`src/hdl/fsp_pkg.sv`:
```
// Shared types, widths, register indexes and reset values of the flywheel speed controller.
package fsp_pkg;

	// Default gear ratio between flywheel and motor.
	localparam int GEAR_RATIO_DEF = 7;

	// Field widths.
	localparam int SPEED_W    = 11;
	localparam int AVG_W      = 12;
	localparam int ERR_W      = 13;
	localparam int DER_W      = 14;
	localparam int ESUM_W     = 32;
	localparam int TARGET_W   = 10;
	localparam int SETPOINT_W = 13;
	localparam int GAIN_W     = 16;
	localparam int THR_W      = 11;
	localparam int DRIVE_W    = 14;
	localparam int FDRIVE_W   = 15;

	// Arithmetic widths of the loop sum.
	localparam int SMALL_W  = 32;
	localparam int IPROD_W  = ESUM_W + GAIN_W + 1;
	localparam int SUM_W    = IPROD_W + 1;
	localparam int Q_SHIFT  = 9;

	// Stream and configuration port widths.
	localparam int IN_TDATA_W  = 24;
	localparam int OUT_TDATA_W = 56;
	localparam int CFG_IDX_W   = 3;
	localparam int CFG_DATA_W  = 16;

	// Largest motor target.
	localparam logic [TARGET_W-1:0] TARGET_MAX = '1;

	// Configuration register indexes.
	typedef enum logic [CFG_IDX_W-1:0] {
		REG_SETPOINT = 3'd0,
		REG_PROP     = 3'd1,
		REG_INTEG    = 3'd2,
		REG_DERIV    = 3'd3,
		REG_FEEDFWD  = 3'd4,
		REG_BANG     = 3'd5,
		REG_MAXDRV   = 3'd6
	} cfg_reg_t;

	// Register reset values.
	localparam logic [GAIN_W-1:0]  PROP_RST    = 16'd1818;
	localparam logic [GAIN_W-1:0]  INTEG_RST   = 16'd0;
	localparam logic [GAIN_W-1:0]  DERIV_RST   = 16'd640;
	localparam logic [GAIN_W-1:0]  FEEDFWD_RST = 16'd5632;
	localparam logic [THR_W-1:0]   BANG_RST    = 11'd15;
	localparam logic [DRIVE_W-1:0] MAXDRV_RST  = 14'd12000;

	// Register contents seen by the datapath; run_target is setpoint / gear ratio, saturated to TARGET_MAX.
	typedef struct packed {
		logic [TARGET_W-1:0] run_target;
		logic [GAIN_W-1:0]   prop;
		logic [GAIN_W-1:0]   integ;
		logic [GAIN_W-1:0]   deriv;
		logic [GAIN_W-1:0]   feedfwd;
		logic [THR_W-1:0]    bang_thr;
		logic [DRIVE_W-1:0]  max_drive;
	} cfg_t;

	// Loop stage results handed to the term stage.
	typedef struct packed {
		logic signed [ERR_W-1:0]  err;
		logic signed [DER_W-1:0]  der;
		logic signed [ESUM_W-1:0] esum;
		logic [TARGET_W-1:0]      target;
		logic signed [AVG_W-1:0]  avg;
		logic                     running;
		logic                     bang;
	} loop_s2_t;

	// Term stage results handed to the drive stage.
	typedef struct packed {
		logic signed [IPROD_W-1:0] iprod;
		logic signed [SMALL_W-1:0] small_sum;
		logic [TARGET_W-1:0]       target;
		logic signed [AVG_W-1:0]   avg;
		logic                      running;
		logic                      bang;
	} terms_s3_t;

endpackage

```
`src/hdl/fsp_cfg.sv`:
```
// Configuration registers, with the motor target derived from the setpoint at write time.
module fsp_cfg import fsp_pkg::*; #(
	parameter int GEAR_RATIO = GEAR_RATIO_DEF
) (
	input  logic                  clk,
	input  logic                  arst_n,
	input  logic                  cfg_we,
	input  logic [CFG_IDX_W-1:0]  cfg_index,
	input  logic [CFG_DATA_W-1:0] cfg_data,
	output cfg_t                  cfg
);

	// Exact reciprocal for division by the gear ratio over the setpoint range.
	localparam int RL     = $clog2(GEAR_RATIO);
	localparam int RS     = SETPOINT_W + RL;
	localparam int RM_W   = RS + 1;
	localparam int PROD_W = SETPOINT_W + RM_W;
	localparam logic [RM_W-1:0] RECIP = RM_W'(((longint'(1) << RS) / GEAR_RATIO) + 1);

	logic [PROD_W-1:0]     recip_prod;
	logic [SETPOINT_W-1:0] quotient;
	logic [TARGET_W-1:0]   run_target_d;
	cfg_t                  cfg_q;

	// Divide the written setpoint and saturate to the target range.
	always_comb begin
		recip_prod = PROD_W'(cfg_data[SETPOINT_W-1:0]) * PROD_W'(RECIP);
		quotient   = recip_prod[RS +: SETPOINT_W];
		if (quotient > SETPOINT_W'(TARGET_MAX)) begin
			run_target_d = TARGET_MAX;
		end else begin
			run_target_d = quotient[TARGET_W-1:0];
		end
	end

	// Register writes; unknown indexes are ignored.
	always_ff @(posedge clk or negedge arst_n) begin
		if (!arst_n) begin
			cfg_q.run_target <= '0;
			cfg_q.prop       <= PROP_RST;
			cfg_q.integ      <= INTEG_RST;
			cfg_q.deriv      <= DERIV_RST;
			cfg_q.feedfwd    <= FEEDFWD_RST;
			cfg_q.bang_thr   <= BANG_RST;
			cfg_q.max_drive  <= MAXDRV_RST;
		end else if (cfg_we) begin
			case (cfg_reg_t'(cfg_index))
				REG_SETPOINT: cfg_q.run_target <= run_target_d;
				REG_PROP:     cfg_q.prop       <= cfg_data[GAIN_W-1:0];
				REG_INTEG:    cfg_q.integ      <= cfg_data[GAIN_W-1:0];
				REG_DERIV:    cfg_q.deriv      <= cfg_data[GAIN_W-1:0];
				REG_FEEDFWD:  cfg_q.feedfwd    <= cfg_data[GAIN_W-1:0];
				REG_BANG:     cfg_q.bang_thr   <= cfg_data[THR_W-1:0];
				REG_MAXDRV:   cfg_q.max_drive  <= cfg_data[DRIVE_W-1:0];
				default: begin
				end
			endcase
		end
	end

	assign cfg = cfg_q;

endmodule

```
`src/hdl/fsp_loop.sv`:
```
// Input register, run button logic, error terms and the controller state.
module fsp_loop import fsp_pkg::*; (
	input  logic                  clk,
	input  logic                  arst_n,
	input  logic                  load_s1,
	input  logic                  load_s2,
	input  logic [IN_TDATA_W-1:0] in_data,
	input  cfg_t                  cfg,
	output loop_s2_t              s2
);

	logic signed [SPEED_W-1:0] front_s1, back_s1;
	logic                      btn_s1, key_s1;

	logic signed [ESUM_W-1:0] esum_q;
	logic signed [ERR_W-1:0]  prev_err_q;
	logic [TARGET_W-1:0]      target_q;
	logic                     press_q, toggle_q;

	logic [TARGET_W-1:0]      target_d;
	logic                     press_d, toggle_d, clr_sum;
	logic signed [AVG_W-1:0]  avg;
	logic signed [ERR_W-1:0]  err;
	logic signed [DER_W-1:0]  der;
	logic                     bang;
	logic signed [ESUM_W-1:0] esum_base, esum_sat, esum_d;
	logic signed [ESUM_W:0]   acc;
	loop_s2_t                 s2_d;
	loop_s2_t                 s2_q;

	// Input register.
	always_ff @(posedge clk) begin
		if (load_s1) begin
			front_s1 <= in_data[SPEED_W-1:0];
			back_s1  <= in_data[2*SPEED_W-1:SPEED_W];
			btn_s1   <= in_data[2*SPEED_W];
			key_s1   <= in_data[2*SPEED_W+1];
		end
	end

	// Button logic: toggle mode on press edges, hold-to-run otherwise.
	always_comb begin
		target_d = target_q;
		press_d  = press_q;
		toggle_d = toggle_q;
		clr_sum  = 1'b0;
		if (key_s1) begin
			if (btn_s1) begin
				if (!press_q) begin
					clr_sum  = 1'b1;
					target_d = toggle_q ? '0 : cfg.run_target;
					toggle_d = !toggle_q;
					press_d  = 1'b1;
				end
			end else begin
				press_d = 1'b0;
			end
		end else if (toggle_q) begin
			if (btn_s1) begin
				toggle_d = 1'b0;
			end
		end else if (btn_s1) begin
			if (!press_q) begin
				clr_sum  = 1'b1;
				target_d = cfg.run_target;
				press_d  = 1'b1;
			end
		end else begin
			clr_sum  = 1'b1;
			target_d = '0;
			press_d  = 1'b0;
		end
	end

	// Error, derivative and saturating integral in half-rpm units.
	always_comb begin
		avg  = $signed({front_s1[SPEED_W-1], front_s1}) + $signed({back_s1[SPEED_W-1], back_s1});
		err  = $signed({2'b00, target_d, 1'b0}) - $signed({avg[AVG_W-1], avg});
		der  = $signed({err[ERR_W-1], err}) - $signed({prev_err_q[ERR_W-1], prev_err_q});
		bang = err > $signed({1'b0, cfg.bang_thr, 1'b0});
		esum_base = clr_sum ? '0 : esum_q;
		acc = $signed({esum_base[ESUM_W-1], esum_base})
			+ $signed({{(ESUM_W+1-ERR_W){err[ERR_W-1]}}, err});
		if (acc[ESUM_W] != acc[ESUM_W-1]) begin
			esum_sat = acc[ESUM_W] ? {1'b1, {(ESUM_W-1){1'b0}}} : {1'b0, {(ESUM_W-1){1'b1}}};
		end else begin
			esum_sat = acc[ESUM_W-1:0];
		end
		esum_d = bang ? esum_base : esum_sat;

		s2_d.err     = err;
		s2_d.der     = der;
		s2_d.esum    = esum_d;
		s2_d.target  = target_d;
		s2_d.avg     = avg;
		s2_d.running = toggle_d;
		s2_d.bang    = bang;
	end

	// Controller state advances with each item leaving the input register.
	always_ff @(posedge clk or negedge arst_n) begin
		if (!arst_n) begin
			esum_q     <= '0;
			prev_err_q <= '0;
			target_q   <= '0;
			press_q    <= 1'b0;
			toggle_q   <= 1'b0;
		end else if (load_s2) begin
			esum_q     <= esum_d;
			prev_err_q <= err;
			target_q   <= target_d;
			press_q    <= press_d;
			toggle_q   <= toggle_d;
		end
	end

	// Stage two register.
	always_ff @(posedge clk) begin
		if (load_s2) begin
			s2_q <= s2_d;
		end
	end

	assign s2 = s2_q;

`ifndef NO_ASSERTIONS
	// The controller state only moves when an item advances.
	a_state_hold: assert property (@(posedge clk) disable iff (!arst_n)
		!load_s2 |=> $stable(esum_q) && $stable(target_q) && $stable(toggle_q))
		else $error("controller state changed without an advancing item");

	// A target change always comes with a cleared integral.
	a_target_clr: assert property (@(posedge clk) disable iff (!arst_n)
		(target_d != target_q) |-> clr_sum)
		else $error("target changed without clearing the integral");
`endif

endmodule

```
`src/hdl/fsp_terms.sv`:
```
// Gain products of the PID and feedforward terms.
module fsp_terms import fsp_pkg::*; (
	input  logic      clk,
	input  logic      load_s3,
	input  loop_s2_t  s2,
	input  cfg_t      cfg,
	output terms_s3_t s3
);

	logic signed [IPROD_W-1:0] iprod;
	logic signed [SMALL_W-1:0] pterm, dterm, fterm;
	terms_s3_t                 s3_q;

	// Integral product is the wide one; the other three are narrow and summed here.
	always_comb begin
		iprod = s2.esum * $signed({1'b0, cfg.integ});
		pterm = s2.err * $signed({1'b0, cfg.prop});
		dterm = s2.der * $signed({1'b0, cfg.deriv});
		fterm = $signed({1'b0, s2.target, 1'b0}) * $signed({1'b0, cfg.feedfwd});
	end

	// Stage three register.
	always_ff @(posedge clk) begin
		if (load_s3) begin
			s3_q.iprod     <= iprod;
			s3_q.small_sum <= pterm + dterm + fterm;
			s3_q.target    <= s2.target;
			s3_q.avg       <= s2.avg;
			s3_q.running   <= s2.running;
			s3_q.bang      <= s2.bang;
		end
	end

	assign s3 = s3_q;

endmodule

```
`src/hdl/fsp_drive.sv`:
```
// Final sum, scaling and clamping of the drive, and the output register.
module fsp_drive import fsp_pkg::*; (
	input  logic                        clk,
	input  logic                        load_out,
	input  terms_s3_t                   s3,
	input  cfg_t                        cfg,
	output logic [DRIVE_W-1:0]          back_drive,
	output logic signed [FDRIVE_W-1:0]  front_drive,
	output logic signed [AVG_W-1:0]     speed_avg,
	output logic [TARGET_W-1:0]         target_speed,
	output logic                        running
);

	logic signed [SUM_W-1:0]     sum;
	logic [SUM_W-Q_SHIFT-1:0]    scaled;
	logic [DRIVE_W-1:0]          drive;

	logic [DRIVE_W-1:0]          back_q;
	logic signed [FDRIVE_W-1:0]  front_q;
	logic signed [AVG_W-1:0]     avg_q;
	logic [TARGET_W-1:0]         target_q;
	logic                        running_q;

	// Sum the terms and map the Q9 result into 0..max_drive.
	always_comb begin
		sum = $signed({s3.iprod[IPROD_W-1], s3.iprod})
			+ $signed({{(SUM_W-SMALL_W){s3.small_sum[SMALL_W-1]}}, s3.small_sum});
		scaled = sum[SUM_W-1:Q_SHIFT];
		if (s3.bang) begin
			drive = cfg.max_drive;
		end else if (sum[SUM_W-1] || (sum == '0)) begin
			drive = '0;
		end else if (scaled > (SUM_W-Q_SHIFT)'(cfg.max_drive)) begin
			drive = cfg.max_drive;
		end else begin
			drive = scaled[DRIVE_W-1:0];
		end
		if (s3.target == '0) begin
			drive = '0;
		end
	end

	// Output register.
	always_ff @(posedge clk) begin
		if (load_out) begin
			back_q    <= drive;
			front_q   <= -$signed({1'b0, drive});
			avg_q     <= s3.avg;
			target_q  <= s3.target;
			running_q <= s3.running;
		end
	end

	assign back_drive   = back_q;
	assign front_drive  = front_q;
	assign speed_avg    = avg_q;
	assign target_speed = target_q;
	assign running      = running_q;

endmodule

```
`src/hdl/flywheel_speed_pid_with_toggle.sv`:
```
// Top level of the flywheel speed controller: stream handshake and pipeline.
//
// Each input transfer is one control tick: two measured motor speeds, the
// run button level and the mode key. Each tick gives exactly one result
// transfer with the back and front drive, the averaged speed, the motor
// target and the toggle run flag.
// The configuration port writes one register per cycle with cfg_we high;
// writes must be made only while no tick is in flight; the block itself
// does not enforce this. The pipeline takes one tick per cycle while the
// receiver does not stall. The pipeline has an input register, the loop
// stage that updates the controller state, the gain product stage and the
// output register; the controller state is carried from one tick to the
// next within the single loop stage.
// When the receiver stalls, the output register holds its result and the
// earlier stages keep filling until all of them are full; s_tready then
// drops. Reset clears the pipeline, the controller state and sets the
// registers to their defaults.
module flywheel_speed_pid_with_toggle import fsp_pkg::*; #(
	parameter int GEAR_RATIO = GEAR_RATIO_DEF
) (
	input  logic                   clk,
	input  logic                   arst_n,
	// Input stream.
	input  logic                   s_tvalid,
	output logic                   s_tready,
	input  logic [IN_TDATA_W-1:0]  s_tdata,  // front_speed, back_speed, button, mode_key
	// Result stream.
	output logic                   m_tvalid,
	input  logic                   m_tready,
	output logic [OUT_TDATA_W-1:0] m_tdata,  // back_drive, front_drive, speed_avg,
	                                         // target_speed, running, zero fill
	// Configuration write port.
	input  logic                   cfg_we,
	input  logic [CFG_IDX_W-1:0]   cfg_index,
	input  logic [CFG_DATA_W-1:0]  cfg_data
);

	cfg_t      cfg;
	loop_s2_t  s2;
	terms_s3_t s3;

	logic valid_s1, valid_s2, valid_s3, out_valid_q;
	logic en_s2, en_s3, en_out;

	logic [DRIVE_W-1:0]         back_drive;
	logic signed [FDRIVE_W-1:0] front_drive;
	logic signed [AVG_W-1:0]    speed_avg;
	logic [TARGET_W-1:0]        target_speed;
	logic                       running;

	// A stage may take new data when it is empty or its content moves on.
	assign en_out   = !out_valid_q || m_tready;
	assign en_s3    = !valid_s3 || en_out;
	assign en_s2    = !valid_s2 || en_s3;
	assign s_tready = !valid_s1 || en_s2;

	// Valid bits of the pipeline.
	always_ff @(posedge clk or negedge arst_n) begin
		if (!arst_n) begin
			valid_s1    <= 1'b0;
			valid_s2    <= 1'b0;
			valid_s3    <= 1'b0;
			out_valid_q <= 1'b0;
		end else begin
			if (s_tready) begin
				valid_s1 <= s_tvalid;
			end
			if (en_s2) begin
				valid_s2 <= valid_s1;
			end
			if (en_s3) begin
				valid_s3 <= valid_s2;
			end
			if (en_out) begin
				out_valid_q <= valid_s3;
			end
		end
	end

	fsp_cfg #(
		.GEAR_RATIO(GEAR_RATIO)
	) u_cfg (
		.clk      (clk),
		.arst_n   (arst_n),
		.cfg_we   (cfg_we),
		.cfg_index(cfg_index),
		.cfg_data (cfg_data),
		.cfg      (cfg)
	);

	fsp_loop u_loop (
		.clk    (clk),
		.arst_n (arst_n),
		.load_s1(s_tvalid && s_tready),
		.load_s2(valid_s1 && en_s2),
		.in_data(s_tdata),
		.cfg    (cfg),
		.s2     (s2)
	);

	fsp_terms u_terms (
		.clk    (clk),
		.load_s3(valid_s2 && en_s3),
		.s2     (s2),
		.cfg    (cfg),
		.s3     (s3)
	);

	fsp_drive u_drive (
		.clk         (clk),
		.load_out    (valid_s3 && en_out),
		.s3          (s3),
		.cfg         (cfg),
		.back_drive  (back_drive),
		.front_drive (front_drive),
		.speed_avg   (speed_avg),
		.target_speed(target_speed),
		.running     (running)
	);

	assign m_tvalid = out_valid_q;
	assign m_tdata  = {(OUT_TDATA_W-DRIVE_W-FDRIVE_W-AVG_W-TARGET_W-1)'(0),
		running, target_speed, speed_avg, front_drive, back_drive};

`ifndef NO_ASSERTIONS
	// A zero target never drives the motors.
	a_zero_target: assert property (@(posedge clk) disable iff (!arst_n)
		m_tvalid && (target_speed == '0) |-> (back_drive == '0))
		else $error("drive present with zero target");

	// Front drive mirrors the back drive.
	a_front_mirror: assert property (@(posedge clk) disable iff (!arst_n)
		m_tvalid |-> (front_drive == -$signed({1'b0, back_drive})))
		else $error("front drive is not the negated back drive");

	// Input is refused only when every stage is full and the output is stalled.
	a_ready_full: assert property (@(posedge clk) disable iff (!arst_n)
		!s_tready |-> valid_s1 && valid_s2 && valid_s3 && out_valid_q && !m_tready)
		else $error("input refused while the pipeline had room");
`endif

endmodule
```
`config.mk`:
```
export PLATFORM = sky130hd
export DESIGN_NAME = flywheel_speed_pid_with_toggle
export DESIGN_NICKNAME = d
export VERILOG_FILES = /design/src/hdl/fsp_pkg.sv /design/src/hdl/fsp_cfg.sv /design/src/hdl/fsp_loop.sv /design/src/hdl/fsp_terms.sv /design/src/hdl/fsp_drive.sv /design/src/hdl/flywheel_speed_pid_with_toggle.sv
export SDC_FILE = /design/constraint.sdc
export NUM_CORES = 2
export LEC_CHECK = 0
export ABC_AREA = 1
export BUFFER_PORTS_ARGS = -buffer_cell sky130_fd_sc_hd__buf_2
export CAP_MARGIN = 20
export CORE_AREA = 2 2 518 520
export CTS_CLUSTER_DIAMETER = 60
export CTS_CLUSTER_SIZE = 8
export DETAILED_ROUTE_END_ITERATION = 6
export DIE_AREA = 0 0 520 522
export SYNTH_ARGS = -nofsm -noshare
export SYNTH_HDL_FRONTEND = slang
export SYNTH_SLANG_ARGS = --single-unit
export TNS_END_PERCENT = 1
```
`constraint.sdc`:
```
create_clock -name clk -period 17.8 [get_ports clk]
set_clock_uncertainty 0.15 [all_clocks]
set_input_delay 2.67 -clock clk [delete_from_list [all_inputs] [get_ports clk]]
set_output_delay 2.67 -clock clk [all_outputs]
set_load 0.005 [all_outputs]
```
; ---- Yosys cells after proc, flatten, opt, wreduce, memory -nomap -nowiden
; Cells that the tools add are included.
[classes]
addsub = 8
mul = 5
n_lt_le_gt_ge = 3
eq_ne = 8
n_mux = 29
n_reduce_logical = 25
[op_table]
columns = operator, count
row1 = two-way mux 32 bit, 4
row2 = two-way mux 10 bit, 8
row3 = adder 32 bit, 2
row4 = two-way mux 14 bit, 4
row5 = adder 49 x 32 -> 50 bit, 1
row6 = zero test 50 bit, 1
row7 = multiplier 32 x 17 -> 49 bit, 1
row8 = > comparator 41 x 14 -> 1 bit, 1
row9 = adder 32 x 13 -> 33 bit, 1
row10 = multiplier 14 x 17 -> 31 bit, 1
row11 = multiplier 13 x 17 -> 30 bit, 1
row12 = "multiplier 13 x 14 -> 27 bit, second input constant", 1
row13 = multiplier 10 x 16 -> 26 bit, 1
row14 = AND reduction 2 bit, 8
row15 = negator 14 -> 15 bit, 1
row16 = subtractor 13 x 13 -> 14 bit, 1
row17 = > comparator 13 bit, 1
row18 = two-way mux 1 bit, 13
row19 = subtractor 12 x 12 -> 13 bit, 1
row20 = adder 11 x 11 -> 12 bit, 1
row21 = "> comparator 11 x 10 -> 1 bit, second input constant", 1
row22 = zero test 10 bit, 1
row23 = "equality test 3 bit, second input constant", 3
row24 = "equality test 3 x 2 -> 1 bit, second input constant", 2
row25 = other kinds (7), 18
[word_totals]
reg_bits = 424
input_bits = 48
out_inout_bits = 58
elab_cells = 116

; ---- Longest topological paths before layout
[depth]
ltp_word = 9
ltp_mapped = 46

; ---- Modules after synthesis
; From an unflattened synthesis, not the netlist that was laid out.
[unflattened]
cells_unflattened = 9078
area_unflattened_um2 = 69167.6
[by_module_without_submodules]
columns = mod, instances, cells_each, area_per_inst_um2
row1 = fsp_terms, 1, 5651, 44397.6
row2 = fsp_loop, 1, 1182, 10116.0
row3 = fsp_drive, 1, 1385, 7797.5
row4 = fsp_cfg, 1, 830, 6631.4
row5 = flywheel_speed_pid_with_toggle, 1, 30, 225.2

; ---- Worst setup path after synthesis
; No wires, ideal clock.
[synth_timing]
path_kind = reg-to-reg
startpoint = register u_loop.s2_q, in the netlist u_loop.s2[58]
endpoint = register u_terms.s3_q, in the netlist u_terms.s3[53], data pin
setup_ps = 265
t_arrival_ps = 7823
required_time_ps = 17385
setup_slack_ps = 9562
path_stages_with_launch = 41
n_path_buf = 2
path_cell_list = edfxtp_1 > clkbuf_1 > clkbuf_1 > nand2_1 > inv_1 > fa_1 > inv_1 > fa_1 > inv_1 > fa_1 > inv_1 > fa_1 > inv_1 > fa_1 > inv_1 > fa_1 > inv_1 > ha_1 > [... 5 more ...] > o21ai_1 > nand3_1 > nand2_1 > xnor2_1 > fa_1 > inv_1 > ha_1 > nand2_1 > inv_1 > a21oi_1 > nor2_1 > nor2_1 > nor2_1 > a211oi_1 > o31ai_1 > a31oi_1 > o21ai_0 > xor2_1
[synth_via]
elab_chain_cells = 3
[synth_lines]
columns = element, line
row1 = start: declaration, fsp_loop.sv:29  ; loop_s2_t s2_q;
row2 = start signal: assignment, fsp_loop.sv:120  ; s2_q <= s2_d;
row3 = multiplier 14 x 17 -> 31 bit, fsp_terms.sv:18  ; dterm = s2.der * $signed({1'b0, cfg.deriv});
row4 = adder 32 bit (2 in a row), fsp_terms.sv:26  ; s3_q.small_sum <= pterm + dterm + fterm;
row5 = end: declaration, fsp_terms.sv:12  ; terms_s3_t s3_q;
; No other way between the ends.
; A chain may end at the register's enable or synchronous reset.

; ---- Final worst setup path
; Same ends and word-level chain as after synthesis.

==> results.cfg <==
[clock_network]
clockBufferDepth = 3
cts_sinks = 422
ctsResizeCount = 0
htree_levels = 3
clock-root-buffer = clkbuf_16
holdBufCountCts = 0
clk_latency_ps = 690
cts_tree = yes
post_cts_buffers = 0
numCtsBuffers = 73
clkSlewWorstSetupHoldPaths_ps = 50

[routing]
num_vias = 50016
drt_iter0_drc = 3466
ant_nets = 0
wire_per_inst_um = 15.2
remaining_drc_errors = 18
viasPerCell = 4.25
totalWireLength_um = 179000
drt-pass1-iter-count = 7

[floorplanning]
rows = 190
core_um2 = 266000
fp.dieW_um = 520
die-area_um2 = 271000
pin_count = 106
fp.dieH_um = 522
start_util_pct = 24.8

[grt]
grtUsageMet1_pct = 18.0
grt_overflow = 0
antenna_found_initial = 15
track_usage_pct = 13.4
grtUsageMet2_pct = 21.8
grt_max_degree = 91
busiest_layer = met2
grt_pass1_wl_um = 286000
met3_usage_pct = 2.39
grt_pass1_vias = 51351

[synth]
syn_avg_cell_area_um2 = 8.02
yosys_warnings = 0
synthesis.area_um2 = 66100
ys_top_cells_by_count = 2181 x inv_1, 2090 x nand2_1, 977 x fa_1
synth-edff-count = 262
synth.area.top_cells = fa_1 30%, inv_1 12%, ha_1 12%, edfxtp_1 12%, nand2_1 12%
ys_seq_area_share_pct = 18.0
synth_most_common_cell = inv_1
synth_seq_cells = 422
synth_top_flop_cell = edfxtp_1
yosysTopAreaCell = fa_1
synth_top_area_share_pct = 29.6
syn_inst = 8240
synthArstFlopShare_pct = 37.9
synth_cell_type_count = 65

[placed_design]
dpl.hpwl_um = 144000
io_buffer_count = 101
gp_congestion = 0.925

[layout]
nets = 9818
area_delta_synth_final_pct = 9.86
layout-drive-gt1-share_pct = 4.54
finish.utilization_pct = 27.2

[sta]
tightest_slew_ps = 1100
hold_violations = 0
report.final.slew_viol_count = 0
slew_headroom_pct = 26.4
fmax_mhz = 112
rsz0062_at_grt = false
finalCritPeriodShare_pct = 50.3
tns_ps = 0
finalCriticalPeriod_ps = 8950
finalSetupViolations = 0

[setup_path]
crit_path_top_delay_cell = edfxtp_1
crit_required_ps = 18070
crit_top_cell = inv_1
crit_type = flip-flop to flip-flop
crit_arrival_ps = 9220
max_stage_delay_ps = 630
cp-end-kind = flip-flop
critPathLaunchType = flip-flop
crit_fanout = 16

[outcome]
status = complete, but fails checks
violations = design-rule violations

[worst_hold_path]
worstHoldPathType = flip-flop to flip-flop

[job]
maxCapViolCount = 0
logic make-up after synthesis:
logic type               after synthesis  share of synthesized area [%]
other                                  1                        0.00567
AND/OR/NAND/NOR                     2710                           16.5
buffers and inverters               2496                           14.2
AO/OA/AOI/OAI                        754                           6.29
XOR/XNOR                             229                           3.05
adder cells (fa/ha/maj)             1628                           41.9
flip-flops                           422                           18.0
layout make-up:
cell class / count / area [um^2]
antenna: 11 / 27.5
clock buffer: 108 / 2000
clock inverter: 25 / 464
fill: 28719 / 194000
inverter: 2197 / 8250
multi-input combinational: 5325 / 44800
sequential: 422 / 11900
tap: 3552 / 4440
timing repair buffer: 123 / 707
metrics by stage:
step | hold slack (ps) | setup slack, ps | area, um^2 | std cells
floorplan | 250 | 9560 | 66100 | 8243
global placement | 251 | 8900 | 70100 | 11617
detailed placement | 255 | 8960 | 70100 | 11617
CTS | 266 | 8930 | 72500 | 11750
global route | 270 | 8270 | 72600 | 11753
finish | 264 | 8850 | 72600 | 11763
cell usage in the layout (no fill, tap or decap), types with 12 or more instances in the layout:
cell       synthesis  final
a21boi_0          17     17
a21oi_1          319    319
a31oi_1           28     28
buf_2              2    100
buf_4              8     20
clkbuf_1         283     32
clkbuf_16          0     74
dfrtp_1          138    126
dfrtp_2            0     12
dfstp_2           22     22
edfxtp_1         262    262
fa_1             977    977
ha_1             651    651
inv_1           2181   2179
inv_2             13     13
nand2_1         2090   2090
nand2_2           19     19
nand3_1          121    121
nand3_2           15     15
nand3b_1          12     12
nand4_1           44     44
nor2_1           318    316
nor2_2            20     21
nor3_1            26     26
o21ai_0          276    276
o21bai_1          24     24
or2_2             23     23
xnor2_1           86     86
xor2_1           142    142
critical path: cells and delay by family, from the launching register on:
kind	cells	cell delay (ps)
and+or+nand+nor	7	620
buffers and inverters	9	460
DFF	1	630
AOI/OAI and AO/OA	11	2250
xor gates and xnor gates	2	300
adders and majority gates	9	4270
metal layers:
metal,routed length (um),vias to the layer above
li1,-,24257
met1,80500,24208
met2,81600,1313
met3,12000,228
met4,4860,10
met5,79,-
state kept, by name, summed over array words and instances (netlist names), 10 cells and up:
name                  count
u_terms.s3              105
u_cfg.cfg                99
u_loop.s2                82
u_loop.esum_q            32
u_drive.front_drive      15
u_drive.back_drive       13
u_loop.prev_err_q        13
u_drive.speed_avg        12
u_loop.back_s1           11
u_loop.front_s1          11
u_drive.target_speed     10
u_loop.target_q          10
worst paths after layout:
check                              start        endpoint  slack [ps]  depth (start not counted)
setup reg to reg           u_loop.s2[58]  u_terms.s3[53]        8850                         38
hold / removal              u_loop.s2[6]   u_terms.s3[6]         260                          0
hold reg to reg             u_loop.s2[6]   u_terms.s3[6]         260                          0
max in group asynchronous         arst_n   u_cfg.cfg[72]       13590                          3
min in group asynchronous         arst_n   u_cfg.cfg[26]        1810                          1
setup / recovery           u_loop.s2[58]  u_terms.s3[53]        8850                         38
Power is not shown: default switching activity piles up to over one toggle a cycle in this logic, so the estimate is an artifact.
